==> src/design/rope_pkg.sv <==
`timescale 1ns / 1ps
`default_nettype none

package rope_pkg;

  // table and index geometry
  localparam int unsigned MaxPairs = 256;
  localparam int unsigned IdxW     = $clog2(MaxPairs);
  localparam int unsigned CountW   = 9;
  localparam logic [CountW-1:0] PairCountReset = 9'd64;

  // field widths
  localparam int unsigned FreqW = 32;
  localparam int unsigned PosW  = 16;
  localparam int unsigned CompW = 16;

  // CORDIC datapath
  localparam int unsigned CordicSteps = 16;
  localparam int unsigned StepW       = $clog2(CordicSteps);
  localparam int unsigned VecW        = 36;  // component * 2^16 plus growth
  localparam int unsigned ZW          = 32;  // residual angle, turns Q0.32
  localparam int unsigned GainW       = 30;
  localparam logic [GainW-1:0] GainQ30 = 30'd652032874;

  typedef enum logic {
    ActLoad   = 1'b0,
    ActRotate = 1'b1
  } action_e;

  // tags riding along with a pair
  typedef struct packed {
    logic err;
    logic last;
  } side_t;

  // word handed from cell to cell
  typedef struct packed {
    logic signed [VecW-1:0] x;
    logic signed [VecW-1:0] y;
    logic signed [ZW-1:0]   z;
    side_t                  side;
  } cell_t;

  // round(atan(2^-i) / 2pi * 2^32)
  function automatic logic signed [ZW-1:0] atan_turns(input logic [StepW-1:0] step);
    logic signed [ZW-1:0] r;
    case (step)
      4'd0:    r = 32'sd536870912;
      4'd1:    r = 32'sd316933406;
      4'd2:    r = 32'sd167458907;
      4'd3:    r = 32'sd85004756;
      4'd4:    r = 32'sd42667331;
      4'd5:    r = 32'sd21354465;
      4'd6:    r = 32'sd10679838;
      4'd7:    r = 32'sd5340245;
      4'd8:    r = 32'sd2670163;
      4'd9:    r = 32'sd1335087;
      4'd10:   r = 32'sd667544;
      4'd11:   r = 32'sd333772;
      4'd12:   r = 32'sd166886;
      4'd13:   r = 32'sd83443;
      4'd14:   r = 32'sd41722;
      4'd15:   r = 32'sd20861;
      default: r = '0;
    endcase
    return r;
  endfunction

endpackage

`default_nettype wire

==> src/design/rope_if.sv <==
`timescale 1ns / 1ps
`default_nettype none


interface rope_out_if;
  logic                              valid;
  logic                              ready;
  logic signed [rope_pkg::CompW-1:0] y_first;
  logic signed [rope_pkg::CompW-1:0] y_second;
  logic                              index_error;
  logic                              last_out;

  modport source (
    output valid, y_first, y_second, index_error, last_out,
    input  ready
  );
  modport sink (
    input  valid, y_first, y_second, index_error, last_out,
    output ready
  );
endinterface


`default_nettype wire

==> src/design/rope_gain.sv <==
`timescale 1ns / 1ps
`default_nettype none

// Gain correction and saturation. Split multiply, then sum/round/clamp.
module rope_gain (
  input  wire logic            clk_i,
  input  wire logic            rst_ni,
  input  wire logic            valid_i,
  output logic                 ready_o,
  input  wire rope_pkg::cell_t data_i,
  rope_out_if.source           out_o
);

  logic                  m_valid_q;
  logic signed [48:0]    m_xh_q, m_yh_q;
  logic [47:0]           m_xl_q, m_yl_q;
  rope_pkg::side_t       m_side_q;

  logic                               o_valid_q;
  logic signed [rope_pkg::CompW-1:0]  o_yf_q, o_ys_q;
  rope_pkg::side_t                    o_side_q;

  logic m_rdy, o_rdy;
  logic signed [rope_pkg::GainW:0] gain_s;

  assign o_rdy   = !o_valid_q || out_o.ready;
  assign m_rdy   = !m_valid_q || o_rdy;
  assign ready_o = m_rdy;
  assign gain_s  = $signed({1'b0, rope_pkg::GainQ30});

  // high half signed, low half unsigned
  always_ff @(posedge clk_i) begin
    if (valid_i && m_rdy) begin
      m_xh_q   <= $signed(data_i.x[35:18]) * gain_s;
      m_yh_q   <= $signed(data_i.y[35:18]) * gain_s;
      m_xl_q   <= {30'b0, data_i.x[17:0]} * {18'b0, rope_pkg::GainQ30};
      m_yl_q   <= {30'b0, data_i.y[17:0]} * {18'b0, rope_pkg::GainQ30};
      m_side_q <= data_i.side;
    end
  end

  function automatic logic signed [rope_pkg::CompW-1:0] finish(
    input logic signed [48:0] hi,
    input logic [47:0]        lo
  );
    logic signed [66:0] sum;
    logic signed [20:0] r;
    logic signed [rope_pkg::CompW-1:0] v;
    sum = $signed({hi, 18'b0}) + $signed({19'b0, lo}) + (67'sd1 <<< 45);
    r   = sum[66:46];
    if (r > 21'sd32767) begin
      v = 16'sh7fff;
    end else if (r < -21'sd32768) begin
      v = 16'sh8000;
    end else begin
      v = r[15:0];
    end
    return v;
  endfunction

  always_ff @(posedge clk_i) begin
    if (m_valid_q && o_rdy) begin
      o_side_q <= m_side_q;
      if (m_side_q.err) begin
        o_yf_q <= '0;
        o_ys_q <= '0;
      end else begin
        o_yf_q <= finish(m_xh_q, m_xl_q);
        o_ys_q <= finish(m_yh_q, m_yl_q);
      end
    end
  end

  always_ff @(posedge clk_i or negedge rst_ni) begin
    if (!rst_ni) begin
      m_valid_q <= 1'b0;
      o_valid_q <= 1'b0;
    end else begin
      if (m_rdy) begin
        m_valid_q <= valid_i;
      end
      if (o_rdy) begin
        o_valid_q <= m_valid_q;
      end
    end
  end

  assign out_o.valid       = o_valid_q;
  assign out_o.y_first     = o_yf_q;
  assign out_o.y_second    = o_ys_q;
  assign out_o.index_error = o_side_q.err;
  assign out_o.last_out    = o_side_q.last;

endmodule

`default_nettype wire

==> src/flat_wrapper.sv <==
// flat-port wrapper written by rule: the top's interface ports become plain ports
module rope_gain_flat 
  (clk_i, rst_ni, valid_i, ready_o, data_i, out_o_valid, out_o_y_first, out_o_y_second, out_o_index_error, out_o_last_out, out_o_ready);
  rope_out_if out_o_i ();
  input  wire logic clk_i;
  input  wire logic rst_ni;
  input  wire logic valid_i;
  output logic ready_o;
  input  wire rope_pkg::cell_t data_i;
  output wire logic [$bits(out_o_i.valid)-1:0] out_o_valid;
  output wire logic [$bits(out_o_i.y_first)-1:0] out_o_y_first;
  output wire logic [$bits(out_o_i.y_second)-1:0] out_o_y_second;
  output wire logic [$bits(out_o_i.index_error)-1:0] out_o_index_error;
  output wire logic [$bits(out_o_i.last_out)-1:0] out_o_last_out;
  input wire logic [$bits(out_o_i.ready)-1:0] out_o_ready;
  assign out_o_valid = out_o_i.valid;
  assign out_o_y_first = out_o_i.y_first;
  assign out_o_y_second = out_o_i.y_second;
  assign out_o_index_error = out_o_i.index_error;
  assign out_o_last_out = out_o_i.last_out;
  assign out_o_i.ready = out_o_ready;
  rope_gain u_core (.clk_i(clk_i), .rst_ni(rst_ni), .valid_i(valid_i), .ready_o(ready_o), .data_i(data_i), .out_o(out_o_i));
endmodule
==> config.mk <==
export PLATFORM = sky130hd
export DESIGN_NAME = rope_gain_flat
export DESIGN_NICKNAME = d
export VERILOG_FILES = /design/src/design/rope_pkg.sv /design/src/design/rope_if.sv /design/src/design/rope_gain.sv /design/src/flat_wrapper.sv
export SDC_FILE = /design/constraint.sdc
export NUM_CORES = 2
export LEC_CHECK = 0
export BUFFER_PORTS_ARGS = -buffer_cell sky130_fd_sc_hd__buf_2
export CAP_MARGIN = 10
export CORE_ASPECT_RATIO = 2
export CORE_MARGIN = 2
export CORE_UTILIZATION = 65
export DETAILED_ROUTE_END_ITERATION = 10
export MAX_ROUTING_LAYER = met4
export PLACE_DENSITY_LB_ADDON = 0.15
export SYNTH_ARGS = -nofsm -noshare
export SYNTH_HDL_FRONTEND = slang
export SYNTH_SLANG_ARGS = --single-unit
==> constraint.sdc <==
create_clock -name clk_i -period 8.75 [get_ports clk_i]
set_clock_uncertainty 0.2 [all_clocks]
set_input_delay 0.4375 -clock clk_i [delete_from_list [all_inputs] [get_ports clk_i]]
set_output_delay 0.4375 -clock clk_i [all_outputs]
set_load 0.05 [all_outputs]
==> results.py <==
metrics = {
    "global_routing": {
        "grt_pass1_wl_um": 188200,
        "grtUsageMet2_pct": 69.42,
        "gr-max-usage-layer": "met2",
        "grt_max_degree": 62,
        "use_met1_pct": 30.95,
        "grt_usage_pct": 37.98,
        "met3_usage_pct": 6.357,
        "antenna_found_initial": 5,
        "first_global_vias": 33770,
        "overflow": 0,
    },
    "route": {
        "ant_nets": 0,
        "drt-total-wl_um": 121600,
        "vias_per_cell": 5.658,
        "drcViolationCount": 0,
        "drtIter0Drc": 1376,
        "vias": 29720,
        "wire_per_inst_um": 23.16,
        "dr.pass1.iters": 7,
    },
    "logic_synthesis": {
        "ys_seq_elements": 192,
        "ys.flop_type": "edfxtp_1",
        "synth_largest_area_cell": "fa_1",
        "synth.avg_cell_area_um2": 10.49,
        "synth-edff-count": 190,
        "ys_seq_area_share_pct": 13.03,
        "synth-simple-area-share_pct": 4.322,
        "synth_top_family_by_area": "adder cells",
        "synth-warning-count": 0,
        "synthArstFlopShare_pct": 1.042,
        "synth_xor_area_share_pct": 3.152,
        "netlist_instances": 4210,
        "synth_fa_ha_area_share_pct": 60.48,
        "synth_area_um2": 44180,
        "synth_top_area_share_pct": 37.70,
        "syn_nets": 5956,
        "synth_compound_area_share_pct": 7.262,
        "synthTopCellsByArea": "fa_1, ha_1, edfxtp_1",
        "yosys-mux-area-fraction_pct": 0.06798,
        "yosys.cell_types.count": 78,
    },
    "hold_path": {
        "worstHoldStart": "out_o_ready",
        "hold_depth": 3,
        "hold_class": "input pin to flip-flop",
        "holdPathEnd": "u_core.out_o.valid",
    },
    "timing": {
        "hold_violations": 0,
        "rsz0062_at_grt": "no",
        "fin_crit_ns": 7.359,
        "setup_viol": 0,
        "worst_pin_slew_ns": 0.8830,
        "relSlewSlack_pct": 40.63,
        "finalCritPeriodShare_pct": 84.10,
        "max_freq_ghz": 0.1359,
        "setup_tns_ns": 0,
        "slew_violations": 0,
    },
    "setup_path": {
        "cp.required_ns": 8.74,
        "cp_max_fo": 7,
        "slowest_stage": "fa_1",
        "cp-start-kind": "input pin",
        "cpMostUsedCell": "fa_1",
        "cp.arrival_ns": 7.35,
        "r2r_cells": 13,
        "crit_path_end_kind": "flip-flop",
        "reg2reg_to": "u_core.out_o.y_second[2]",
        "crit_buf_inv": 3,
        "r2r_start": "u_core.m_yl_q[35]",
        "crit_family": "adder cells",
        "cp_cell_sequence": "buf_2 > ha_1 > fa_1 > inv_1 > fa_1 > inv_1 > fa_1 > fa_1 > fa_1 > ha_1 > nand4_1 > a21oi_1 > nand3_1 > nor3_1 > o311a_1 > nand2b_1 > a21boi_0 > a31oi_1 > xnor2_1",
        "r2r_slack_ns": 3.80,
        "critical_path_class": "input pin to flip-flop",
        "max_stage_delay_ns": 0.73,
    },
    "clocking": {
        "clock-sinks": 192,
        "worstSkewPairLatency_ns": 0.49,
        "post_cts_buffers": 0,
        "h-tree-depth": 4,
        "cts_inserted_buffers": 17,
        "clock-root-buffer": "clkbuf_16",
        "clk_path_buf_depth": 2,
        "clk_pin_slew_ns": 0.09,
        "tritoncts": "done",
        "post_cts_resized": 0,
    },
    "cells_and_area": {
        "drive_above_1_share_pct": 4.542,
        "n_fill_cell": 5438,
        "multi_input_area_um2": 33260,
        "regArea_um2": 5756,
        "nets": 6092,
        "final_cell_mix": "inv_1, fa_1, ha_1",
        "final_common_cell": "inv_1",
        "syn_to_final_growth_pct": 5.464,
    },
    "placement": {
        "place_hpwl_um": 108500,
        "io_buffers": 113,
        "place_congestion": 1.063,
    },
    "die": {
        "core_um2": 67560,
        "initial_core_util_pct": 65.38,
        "die_x_um": 188.3,
        "io_pins": 146,
        "dieArea_um2": 70190,
        "num_rows": 135,
        "die_h_um": 372.7,
    },
    "flow_run": {
        "maxCapViolations": 0,
    },
    "run_status": {
        "status": "complete, no violations",
    },
}
[routing by layer]
layer | part of all wire (%) | routed length, µm | vias to the layer above
met4 | 13 | 15580 | 0
met1 | 28 | 34510 | 14930
met3 | 3.9 | 4793 | 579
met5 | 0 | 0 | -
li1 | - | - | 13440
met2 | 55 | 66750 | 776
[worst min-delay path: stages]
cell and delay [ns]:
buf_2 0.08, nand2b_1 0.10, nand2b_1 0.06
[synthesized netlist by cell type, types with 18 or more instances]
| master | count |
|---|---|
| inv_1 | 1360 |
| fa_1 | 832 |
| ha_1 | 804 |
| edfxtp_1 | 190 |
| a21oi_1 | 133 |
| a21o_1 | 100 |
| xnor2_1 | 98 |
| nor2_1 | 85 |
| o21ai_0 | 77 |
| nand2_1 | 70 |
| xor2_1 | 61 |
| nand3_1 | 37 |
| nor3_1 | 35 |
| o21bai_1 | 26 |
| nand2b_1 | 25 |
| nand4_1 | 24 |
| and3_1 | 18 |
[flip-flops by register name, summed over array words and instances, names as in the netlist]
name                      cells
u_core.out_o.y_second        16
u_core.out_o.y_first         16
u_core.out_o.valid            1
u_core.m_yl_q                29
u_core.m_xh_q                48
u_core.out_o.index_error      1
u_core.m_side_q               2
u_core.m_yh_q                48
u_core.m_xl_q                29
u_core.m_valid_q              1
u_core.out_o.last_out         1
[logic make-up after synthesis]
family                     after synthesis
xor gates and xnor gates               159
and+or+nand+nor                        370
buffers and inverters                 1372
adders and majority gates             1636
muxes                                    3
AOI/OAI and AO/OA                      478
DFF                                    192
[area by class of cell]
| cell class | instances | area share (%) |
|---|---|---|
| sequential | 192 | 12.35 |
| multi-input combinational | 2646 | 71.39 |
| clock buffer | 17 | 0.9131 |
| timing repair buffer | 129 | 1.493 |
| tap | 890 | 2.390 |
| clock inverter | 15 | 0.4861 |
| antenna | 4 | 0.02148 |
| inverter | 1360 | 10.96 |
[how the worst max path moves through the flow]
stage	from	end	slack [ns]	cells past startpoint
finish	data_i[43]	u_core.m_yl_q[30]	1.39	19
global route	data_i[95]	u_core.m_xh_q[48]	1.17	24
CTS	data_i[95]	u_core.m_xh_q[44]	1.52	24
detailed placement	data_i[95]	u_core.m_xh_q[44]	1.01	24
floorplan	data_i[94]	u_core.m_xh_q[44]	2.35	21
global placement	data_i[95]	u_core.m_xh_q[44]	1.08	24
[what timing repair did]
item | in CTS | in global routing
hold buffers | 4 | 0
endpoints found under the setup margin | 0 | 0
hold endpoints to repair | 5 | 0
[per-stage QoR]
stage	worst slack [ns]	hold slack (ns)	utilization [%]	area, µm²	std cells
6_report	1.391	0.02153	68.96	46590	5253
2_1_floorplan	2.353	-0.05809	-	44180	4210
3_5_place_dp	1.009	0.02626	67.92	45890	5213
5_1_grt	1.172	0.05430	68.96	46590	5253
3_3_place_gp	1.079	0.02600	67.92	45890	5213
4_1_cts	1.520	0.003993	68.94	46580	5249
Power is left out: the tool's default activity adds up to more than one toggle a clock period on the data nets, which glitch-free logic cannot reach.
