File: config.mk
export PLATFORM = sky130hd
export DESIGN_NAME = rope_cordic_cell
export DESIGN_NICKNAME = d
export VERILOG_FILES = /design/src/design/rope_pkg.sv /design/src/design/rope_cordic_cell.sv
export SDC_FILE = /design/constraint.sdc
export NUM_CORES = 1
export LEC_CHECK = 0
export ABC_AREA = 1
export BUFFER_PORTS_ARGS = -buffer_cell sky130_fd_sc_hd__buf_2
export CAP_MARGIN = 20
export CELL_PAD_IN_SITES_DETAIL_PLACEMENT = 1
export CELL_PAD_IN_SITES_GLOBAL_PLACEMENT = 1
export CORE_ASPECT_RATIO = 1.2
export CORE_UTILIZATION = 42
export CTS_CLUSTER_SIZE = 14
export DETAILED_ROUTE_END_ITERATION = 6
export PLACE_DENSITY = 0.86
export SETUP_SLACK_MARGIN = 0.15
export SYNTH_ARGS = -nofsm -noshare
export SYNTH_HDL_FRONTEND = slang
export SYNTH_SLANG_ARGS = --single-unit
File: constraint.sdc
create_clock -name clk_i -period 7.3 [get_ports clk_i]
set_input_delay 0.365 -clock clk_i [delete_from_list [all_inputs] [get_ports clk_i]]
set_output_delay 0.365 -clock clk_i [all_outputs]
set_load 0.01 [all_outputs]
File: src/design/rope_pkg.sv
`timescale 1ns / 1ps
`default_nettype none

package rope_pkg;

  // table and index geometry
  localparam int unsigned MaxPairs = 256;
  localparam int unsigned IdxW     = $clog2(MaxPairs);
  localparam int unsigned CountW   = 9;
  localparam logic [CountW-1:0] PairCountReset = 9'd64;

  // field widths
  localparam int unsigned FreqW = 32;
  localparam int unsigned PosW  = 16;
  localparam int unsigned CompW = 16;

  // CORDIC datapath
  localparam int unsigned CordicSteps = 16;
  localparam int unsigned StepW       = $clog2(CordicSteps);
  localparam int unsigned VecW        = 36;  // component * 2^16 plus growth
  localparam int unsigned ZW          = 32;  // residual angle, turns Q0.32
  localparam int unsigned GainW       = 30;
  localparam logic [GainW-1:0] GainQ30 = 30'd652032874;

  typedef enum logic {
    ActLoad   = 1'b0,
    ActRotate = 1'b1
  } action_e;

  // tags riding along with a pair
  typedef struct packed {
    logic err;
    logic last;
  } side_t;

  // word handed from cell to cell
  typedef struct packed {
    logic signed [VecW-1:0] x;
    logic signed [VecW-1:0] y;
    logic signed [ZW-1:0]   z;
    side_t                  side;
  } cell_t;

  // round(atan(2^-i) / 2pi * 2^32)
  function automatic logic signed [ZW-1:0] atan_turns(input logic [StepW-1:0] step);
    logic signed [ZW-1:0] r;
    case (step)
      4'd0:    r = 32'sd536870912;
      4'd1:    r = 32'sd316933406;
      4'd2:    r = 32'sd167458907;
      4'd3:    r = 32'sd85004756;
      4'd4:    r = 32'sd42667331;
      4'd5:    r = 32'sd21354465;
      4'd6:    r = 32'sd10679838;
      4'd7:    r = 32'sd5340245;
      4'd8:    r = 32'sd2670163;
      4'd9:    r = 32'sd1335087;
      4'd10:   r = 32'sd667544;
      4'd11:   r = 32'sd333772;
      4'd12:   r = 32'sd166886;
      4'd13:   r = 32'sd83443;
      4'd14:   r = 32'sd41722;
      4'd15:   r = 32'sd20861;
      default: r = '0;
    endcase
    return r;
  endfunction

endpackage

`default_nettype wire

File: src/design/rope_cordic_cell.sv
`timescale 1ns / 1ps
`default_nettype none

// One CORDIC micro-rotation, registered.
module rope_cordic_cell (
  input  wire logic                       clk_i,
  input  wire logic                       rst_ni,
  input  wire logic [rope_pkg::StepW-1:0] step_i,
  input  wire logic                       valid_i,
  output logic                            ready_o,
  input  wire rope_pkg::cell_t            data_i,
  output logic                            valid_o,
  input  wire logic                       ready_i,
  output rope_pkg::cell_t                 data_o
);

  logic            valid_q;
  rope_pkg::cell_t data_q, data_d;

  assign ready_o = !valid_q || ready_i;

  always_comb begin
    logic signed [rope_pkg::VecW-1:0] xs, ys;
    logic signed [rope_pkg::ZW-1:0]   ang;
    xs  = data_i.x >>> step_i;
    ys  = data_i.y >>> step_i;
    ang = rope_pkg::atan_turns(step_i);
    data_d.side = data_i.side;
    if (!data_i.z[rope_pkg::ZW-1]) begin
      data_d.x = data_i.x - ys;
      data_d.y = data_i.y + xs;
      data_d.z = data_i.z - ang;
    end else begin
      data_d.x = data_i.x + ys;
      data_d.y = data_i.y - xs;
      data_d.z = data_i.z + ang;
    end
  end

  always_ff @(posedge clk_i) begin
    if (valid_i && ready_o) begin
      data_q <= data_d;
    end
  end

  always_ff @(posedge clk_i or negedge rst_ni) begin
    if (!rst_ni) begin
      valid_q <= 1'b0;
    end else if (ready_o) begin
      valid_q <= valid_i;
    end
  end

  assign valid_o = valid_q;
  assign data_o  = data_q;

endmodule

`default_nettype wire

==> impl_metrics.py, run 1 <==
metrics = {
    "outcome": {
        "status": "finished clean",
    },
    "global_routing": {
        "grt-ovfl-total": 0,
        "grt_pass1_wl_mm": 92.6,
        "grt_max_degree": 78,
        "antenna_found_initial": 1,
        "grt_pass1_vias": 17536,
        "track_usage": 0.320,
    },
    "setup_path": {
        "crit_path_max_incr_delay_ns": 0.65,
        "reg2reg_depth": 3,
        "critPathSlowestCell": "buf_4",
        "r2r-end": "data_o[66]",
        "cp-end-kind": "flip-flop",
        "r2r_slack_ns": 5.01,
        "crit_arrival_ns": 5.45,
        "path_buf_inv": 4,
        "critPathTopFamily": "compound AO/OA/AOI/OAI gates",
        "critPathMaxFanout": 75,
        "crit_chain": "buf_2, buf_4, nor2_1, o21ai_1, nor2_1, nand3b_1, nand2_1, ha_1, nand3_2, nor2_2, nand3_1, o21ai_1, xor2_1, inv_1, ha_1, a21oi_1, inv_1, a31oi_1, o21ai_0, a21oi_1, nor2_1, nor2_1, o21ai_0, xor2_1",
        "critPathLaunchType": "input port",
        "regToRegStartpoint": "valid_o",
        "crit_path_frequent_cell": "nor2_1",
        "required_ns": 7.44,
        "worstSetupPathType": "in2reg",
    },
    "hold_path": {
        "min_path_type": "in2reg",
        "min_path_cells": 1,
        "hold_start": "data_i[1]",
        "worstHoldEndpoint": "data_o[1]",
    },
    "drt": {
        "wire_per_inst_um": 19.3,
        "ant_nets": 0,
        "first_pass_iters": 7,
        "drtIter0Drc": 989,
        "vias_per_cell": 5.61,
        "postRouteWirelength_mm": 59.6,
        "drc": 0,
        "vias": 17289,
    },
    "sta": {
        "slew_headroom": 0.391,
        "max_freq_mhz": 189,
        "final.period_utilization": 0.726,
        "finalSetupViolations": 0,
        "slew_violations": 0,
        "fin_ws_ns": 2.00,
        "tns_ns": 0,
        "skew_ns": 0.00747,
        "hold_violations": 0,
        "finalWorstPathRequiredPeriod_ns": 5.30,
        "tightest_slew_ns": 0.911,
        "hold_slack_ns": 0.148,
        "rsz0062_at_grt": "false",
    },
    "cts": {
        "ctsHoldBuffers": 1,
        "post-cts-setup-buffer-count": 0,
        "cts_buffer_depth": 2,
        "cts_tree": "built",
        "ctsResizeCount": 0,
        "root_buffer": "clkbuf_16",
        "clkTransAtPathRegs_ns": 0.09,
        "insertion_delay_ns": 0.39,
        "cts_buffers": 9,
        "cts_htree_levels": 3,
        "cts.sinks": 107,
    },
    "synthesis": {
        "synth_area_um2": 15200,
        "synth-edff-count": 106,
        "synthDistinctLibCells": 48,
        "synth.avg_cell_area_um2": 6.22,
        "ys_ff_latch": 107,
        "syn-num-nets": 2670,
        "seq_area_frac_synth": 0.211,
        "yosys_warnings": 0,
        "synth_ff_type": "edfxtp_1",
        "syn_inst": 2444,
        "async_flop_share": 0.00935,
    },
    "power_and_ir_drop": {
        "ir_worst_vdd_uv": 104,
        "p_total_mw": 3.26,
        "leakage_nw": 8.37,
        "p_per_area_nw_per_um2": 192,
    },
    "floorplanning": {
        "dieWidth_um": 176,
        "start_util": 0.431,
        "core_area_um2": 35300,
        "die_h_um": 210,
        "io_pins": 222,
        "placementRows": 75,
        "dieArea_um2": 37000,
    },
    "cells_and_area": {
        "antenna_cells": 0,
        "seqCellArea_um2": 3210,
        "multi_input_area_um2": 10800,
        "layout_commonest_cell": "nand2_1",
        "fillCellCount": 4986,
        "drive_gt1_frac": 0.113,
        "post-route-util": 0.480,
        "mostFrequentLayoutCells": "780 x nand2_1, 344 x nand3_1, 223 x nor2_1",
        "area_growth_pct": 11.5,
        "num-nets-final": 2843,
    },
    "place": {
        "place.gp.congestion": 0.939,
        "port_buffers": 221,
        "dpl_worst_slack_ns": 1.49,
        "place_hpwl_mm": 49.6,
    },
    "run": {
        "drv_cap": 0,
    },
}
-- worst reg2reg max path, stage by stage (launching register included) --
cell and delay [ns]:
dfrtp_1 0.42, a21oi_4 0.15, buf_4 0.52, buf_4 0.74
-- Yosys cell counts (2+ instances only) --
master | number | area, um^2
ha_1 | 109 | 1360
a21oi_1 | 132 | 661
nand2_2 | 2 | 12.5
a221oi_1 | 2 | 17.5
buf_2 | 31 | 155
a21oi_2 | 2 | 17.5
o221ai_1 | 4 | 35.0
or2_2 | 4 | 25.0
buf_6 | 2 | 22.5
edfxtp_1 | 106 | 3180
nor4_1 | 4 | 25.0
a31oi_1 | 31 | 194
clkinv_1 | 5 | 18.8
xor2_1 | 121 | 1060
inv_2 | 14 | 52.6
inv_1 | 207 | 777
clkbuf_1 | 20 | 75.1
nand4_1 | 18 | 113
fa_1 | 3 | 60.1
o22ai_1 | 5 | 31.3
o211ai_1 | 8 | 60.1
o21ai_1 | 27 | 135
a21boi_0 | 6 | 45.0
nand3b_1 | 9 | 67.6
xnor2_1 | 48 | 420
nor2_2 | 10 | 62.6
nor2_4 | 2 | 22.5
o31ai_1 | 7 | 52.6
o21ai_2 | 5 | 43.8
buf_4 | 9 | 67.6
a21o_1 | 13 | 97.6
nor3_1 | 13 | 65.1
o21a_1 | 7 | 52.6
nor2_1 | 223 | 837
buf_1 | 11 | 41.3
nand2_1 | 780 | 2930
o21ai_0 | 84 | 420
nand3_1 | 344 | 1720
o21bai_1 | 7 | 52.6
-- state kept, by name, indices dropped and copies added (netlist names) --
register,count
data_o,106
valid_o,1
-- power by group --
part | switching [mW] | internal [mW] | total, mW
clock | 0.279 | 0.240 | 0.519
sequential | 0.0257 | 0.865 | 0.891
combinational | 1.22 | 0.628 | 1.85
-- worst max path at each step --
| stage | start | depth (start not counted) | endpoint |
|---|---|---|---|
| after global routing | step_i[2] | 30 | data_o[69] |
| after global placement | step_i[1] | 21 | data_o[58] |
| after detailed placement | step_i[1] | 30 | data_o[69] |
| after floorplan | valid_o | 1 | data_o[0] |
| after CTS | step_i[1] | 30 | data_o[69] |
| final | step_i[2] | 24 | data_o[99] |
-- per-stage QoR --
stage               cell area [um^2]  instances
floorplan                      15200       2444
global placement               16600       3065
detailed placement             16600       3065
CTS                            16900       3082
global route                   16900       3084
finish                         16900       3084
-- per-layer routing --
layer / up-vias / track usage / part of all wire
met3: 127 / 0.0256 / 0.033
met5: - / 0 / 0.00017
met2: 437 / 0.566 / 0.49
met1: 8233 / 0.384 / 0.42
met4: 2 / 0.171 / 0.051
li1: 8490 / - / -
-- area by class of cell --
cell class	count	share of cell area
Clock buffer	10	0.0135
Tap cell	462	0.0341
Sequential cell	107	0.189
Multi-Input combinational cell	2038	0.637
Inverter	226	0.0501
Timing Repair Buffer	235	0.0731
Clock inverter	6	0.00317
-- cell families after synthesis --
family,share of synthesized area
AO/OA/AOI/OAI,0.128
XOR/XNOR,0.0974
adder cells (fa/ha/maj),0.0937
buffers and inverters,0.0796
flip-flops,0.211
AND/OR/NAND/NOR,0.390
(Power assumes the default switching activity.)
==> run 2: changes to the inputs <==
Settings changed: CORE_UTILIZATION 42 to 38, PLACE_DENSITY 0.86 to 0.82.
Clock period 7.3 ns to 4.8 ns, I/O delays scaled along.
==> run 2 against run 1 <==
Via count increased by 0.65%. Worst setup slack lost 1.5 ns. Clock power increased by 48%. Cell count up 3.7%. Clock skew down 0.0013 ns. Core utilization fell by 3.2 points. First-iteration DRC count down 15%. Critical path type unchanged. Largest cell class unchanged. Largest power group unchanged.
==> impl_metrics.py, run 2 (synthesis gave the netlist of run 1 again) <==
metrics = {
    "cts": {
        "post-cts-setup-buffer-count": 0,
        "clkTransAtPathRegs_ns": 0.07,
        "cts_htree_levels": 3,
        "insertion_delay_ns": 0.39,
        "cts.sinks": 107,
        "cts_buffer_depth": 2,
        "cts_buffers": 9,
        "root_buffer": "clkbuf_16",
        "cts_tree": "built",
    },
    "drt": {
        "drtIter0Drc": 842,
        "wire_per_inst_um": 19.4,
        "drc": 0,
        "postRouteWirelength_mm": 62.1,
        "first_pass_iters": 6,
        "ant_nets": 0,
        "vias_per_cell": 5.44,
        "vias": 17401,
    },
    "global_routing": {
        "grt_pass1_vias": 17869,
        "grt_max_degree": 107,
        "grt_pass1_wl_mm": 96.5,
        "grt-ovfl-total": 0,
        "track_usage": 0.304,
        "antenna_found_initial": 1,
    },
    "hold_path": {
        "worstHoldEndpoint": "data_o[1]",
        "hold_start": "data_i[1]",
        "min_path_cells": 1,
        "min_path_type": "in2reg",
    },
    "cells_and_area": {
        "num-nets-final": 2893,
        "seqCellArea_um2": 3210,
        "drive_gt1_frac": 0.131,
        "mostFrequentLayoutCells": "780 x nand2_1, 344 x nand3_1, 222 x nor2_1",
        "design_area_um2": 17600,
        "multi_input_area_um2": 10800,
        "area_growth_pct": 15.5,
        "layout_commonest_cell": "nand2_1",
        "fillCellCount": 5446,
        "largest_reg_flops": 106,
    },
    "sta": {
        "final.period_utilization": 0.903,
        "hold_violations": 0,
        "finalSetupViolations": 0,
        "finalWorstPathRequiredPeriod_ns": 4.34,
        "slew_headroom": 0.416,
        "skew_ns": 0.00617,
        "slew_violations": 0,
        "hold_slack_ns": 0.0310,
        "tightest_slew_ns": 0.873,
        "max_freq_mhz": 231,
        "rsz0062_at_grt": "true",
        "tns_ns": 0,
    },
    "setup_path": {
        "r2r_slack_ns": 3.23,
        "reg2reg_depth": 2,
        "r2r-end": "data_o[55]",
        "required_ns": 4.94,
        "crit_arrival_ns": 4.48,
        "critPathLaunchType": "input port",
        "worstSetupPathType": "in2reg",
        "regToRegStartpoint": "valid_o",
        "critPathMaxFanout": 49,
        "cp-end-kind": "flip-flop",
    },
    "floorplanning": {
        "dieWidth_um": 185,
        "placementRows": 79,
        "die_h_um": 221,
        "dieArea_um2": 40800,
        "core_area_um2": 39100,
        "io_pins": 222,
        "start_util": 0.388,
    },
    "place": {
        "port_buffers": 221,
        "placed_area_um2": 17200,
        "place_hpwl_mm": 51.9,
        "place.gp.congestion": 0.977,
    },
    "run": {
        "drv_cap": 0,
    },
    "power_and_ir_drop": {
        "p_per_area_nw_per_um2": 287,
        "ir_worst_vdd_uv": 196,
        "leakage_nw": 8.66,
    },
    "outcome": {
        "status": "finished clean",
    },
}
-- run 2: cell types whose count changed in the layout (fill, tap and decap cells not counted), moves of 2 or more --
cell,delta
buf_4,+41
buf_12,+7
clkbuf_8,+2
inv_6,-2
nor4_1,-2
-- run 2: repair_timing --
item,4_1_cts,5_1_grt
resized for setup,0,9
hold buffers,2,0
setup endpoints to repair,0,10
hold endpoints to repair,2,0
-- run 2: layout make-up --
cell class,instances,area share
sequential,107,0.183
clock inverter,4,0.00185
inverter,226,0.0485
clock buffer,12,0.0146
timing repair buffer,285,0.0981
multi-input combinational,2038,0.617
tap,526,0.0375
antenna,1,0.000143
-- run 2: worst max path at each step --
stage               from    endpoint  cells past startpoint
2_1_floorplan    ready_i   data_o[0]                      2
3_3_place_gp   step_i[0]  data_o[31]                     23
3_5_place_dp   step_i[1]  data_o[31]                     24
4_1_cts        step_i[1]  data_o[31]                     24
5_1_grt        step_i[0]  data_o[69]                     30
6_report       step_i[2]  data_o[58]                     20
-- run 2: stage by stage --
| stage | utilization | power (mW) | std cells | setup slack (ns) |
|---|---|---|---|---|
| finish | 0.448 | 5.04 | 3199 | 0.463 |
| floorplan | - | 3.30 | 2444 | 0.978 |
| CTS | 0.447 | 5.06 | 3197 | 0.361 |
| global route | 0.448 | 5.43 | 3198 | 0.0575 |
| global placement | 0.439 | 4.19 | 3179 | -0.0140 |
| detailed placement | 0.439 | 4.27 | 3179 | -0.0503 |
-- run 2: report_power, final --
group	leakage (nW)	switching, mW	internal (mW)
Clock	0.136	0.386	0.384
Sequential	1.02	0.0407	1.32
Combinational	7.50	1.89	1.03
Total	8.66	2.32	2.73
-- run 2: worst max-delay path, stage by stage --
cell      delay [ns]
buf_2           0.17
buf_4           0.48
nand3_1         0.22
nand3_1         0.13
nand2_1         0.14
ha_1            0.31
or2_2           0.28
o21ai_0         0.19
inv_1           0.12
fa_1            0.50
inv_1           0.17
nand3_1         0.11
nand2_1         0.15
a21oi_1         0.11
o21ai_0         0.27
a21boi_0        0.14
buf_4           0.18
o21ai_0         0.29
a21oi_1         0.14
xnor2_1         0.14
-- run 2: routing by layer --
metal | track usage | share of wire | vias to the layer above
met4 | 0.139 | 0.043 | 2
met2 | 0.550 | 0.50 | 419
met1 | 0.357 | 0.41 | 8272
met5 | 0 | 0.00027 | -
met3 | 0.0311 | 0.037 | 121
li1 | - | - | 8587
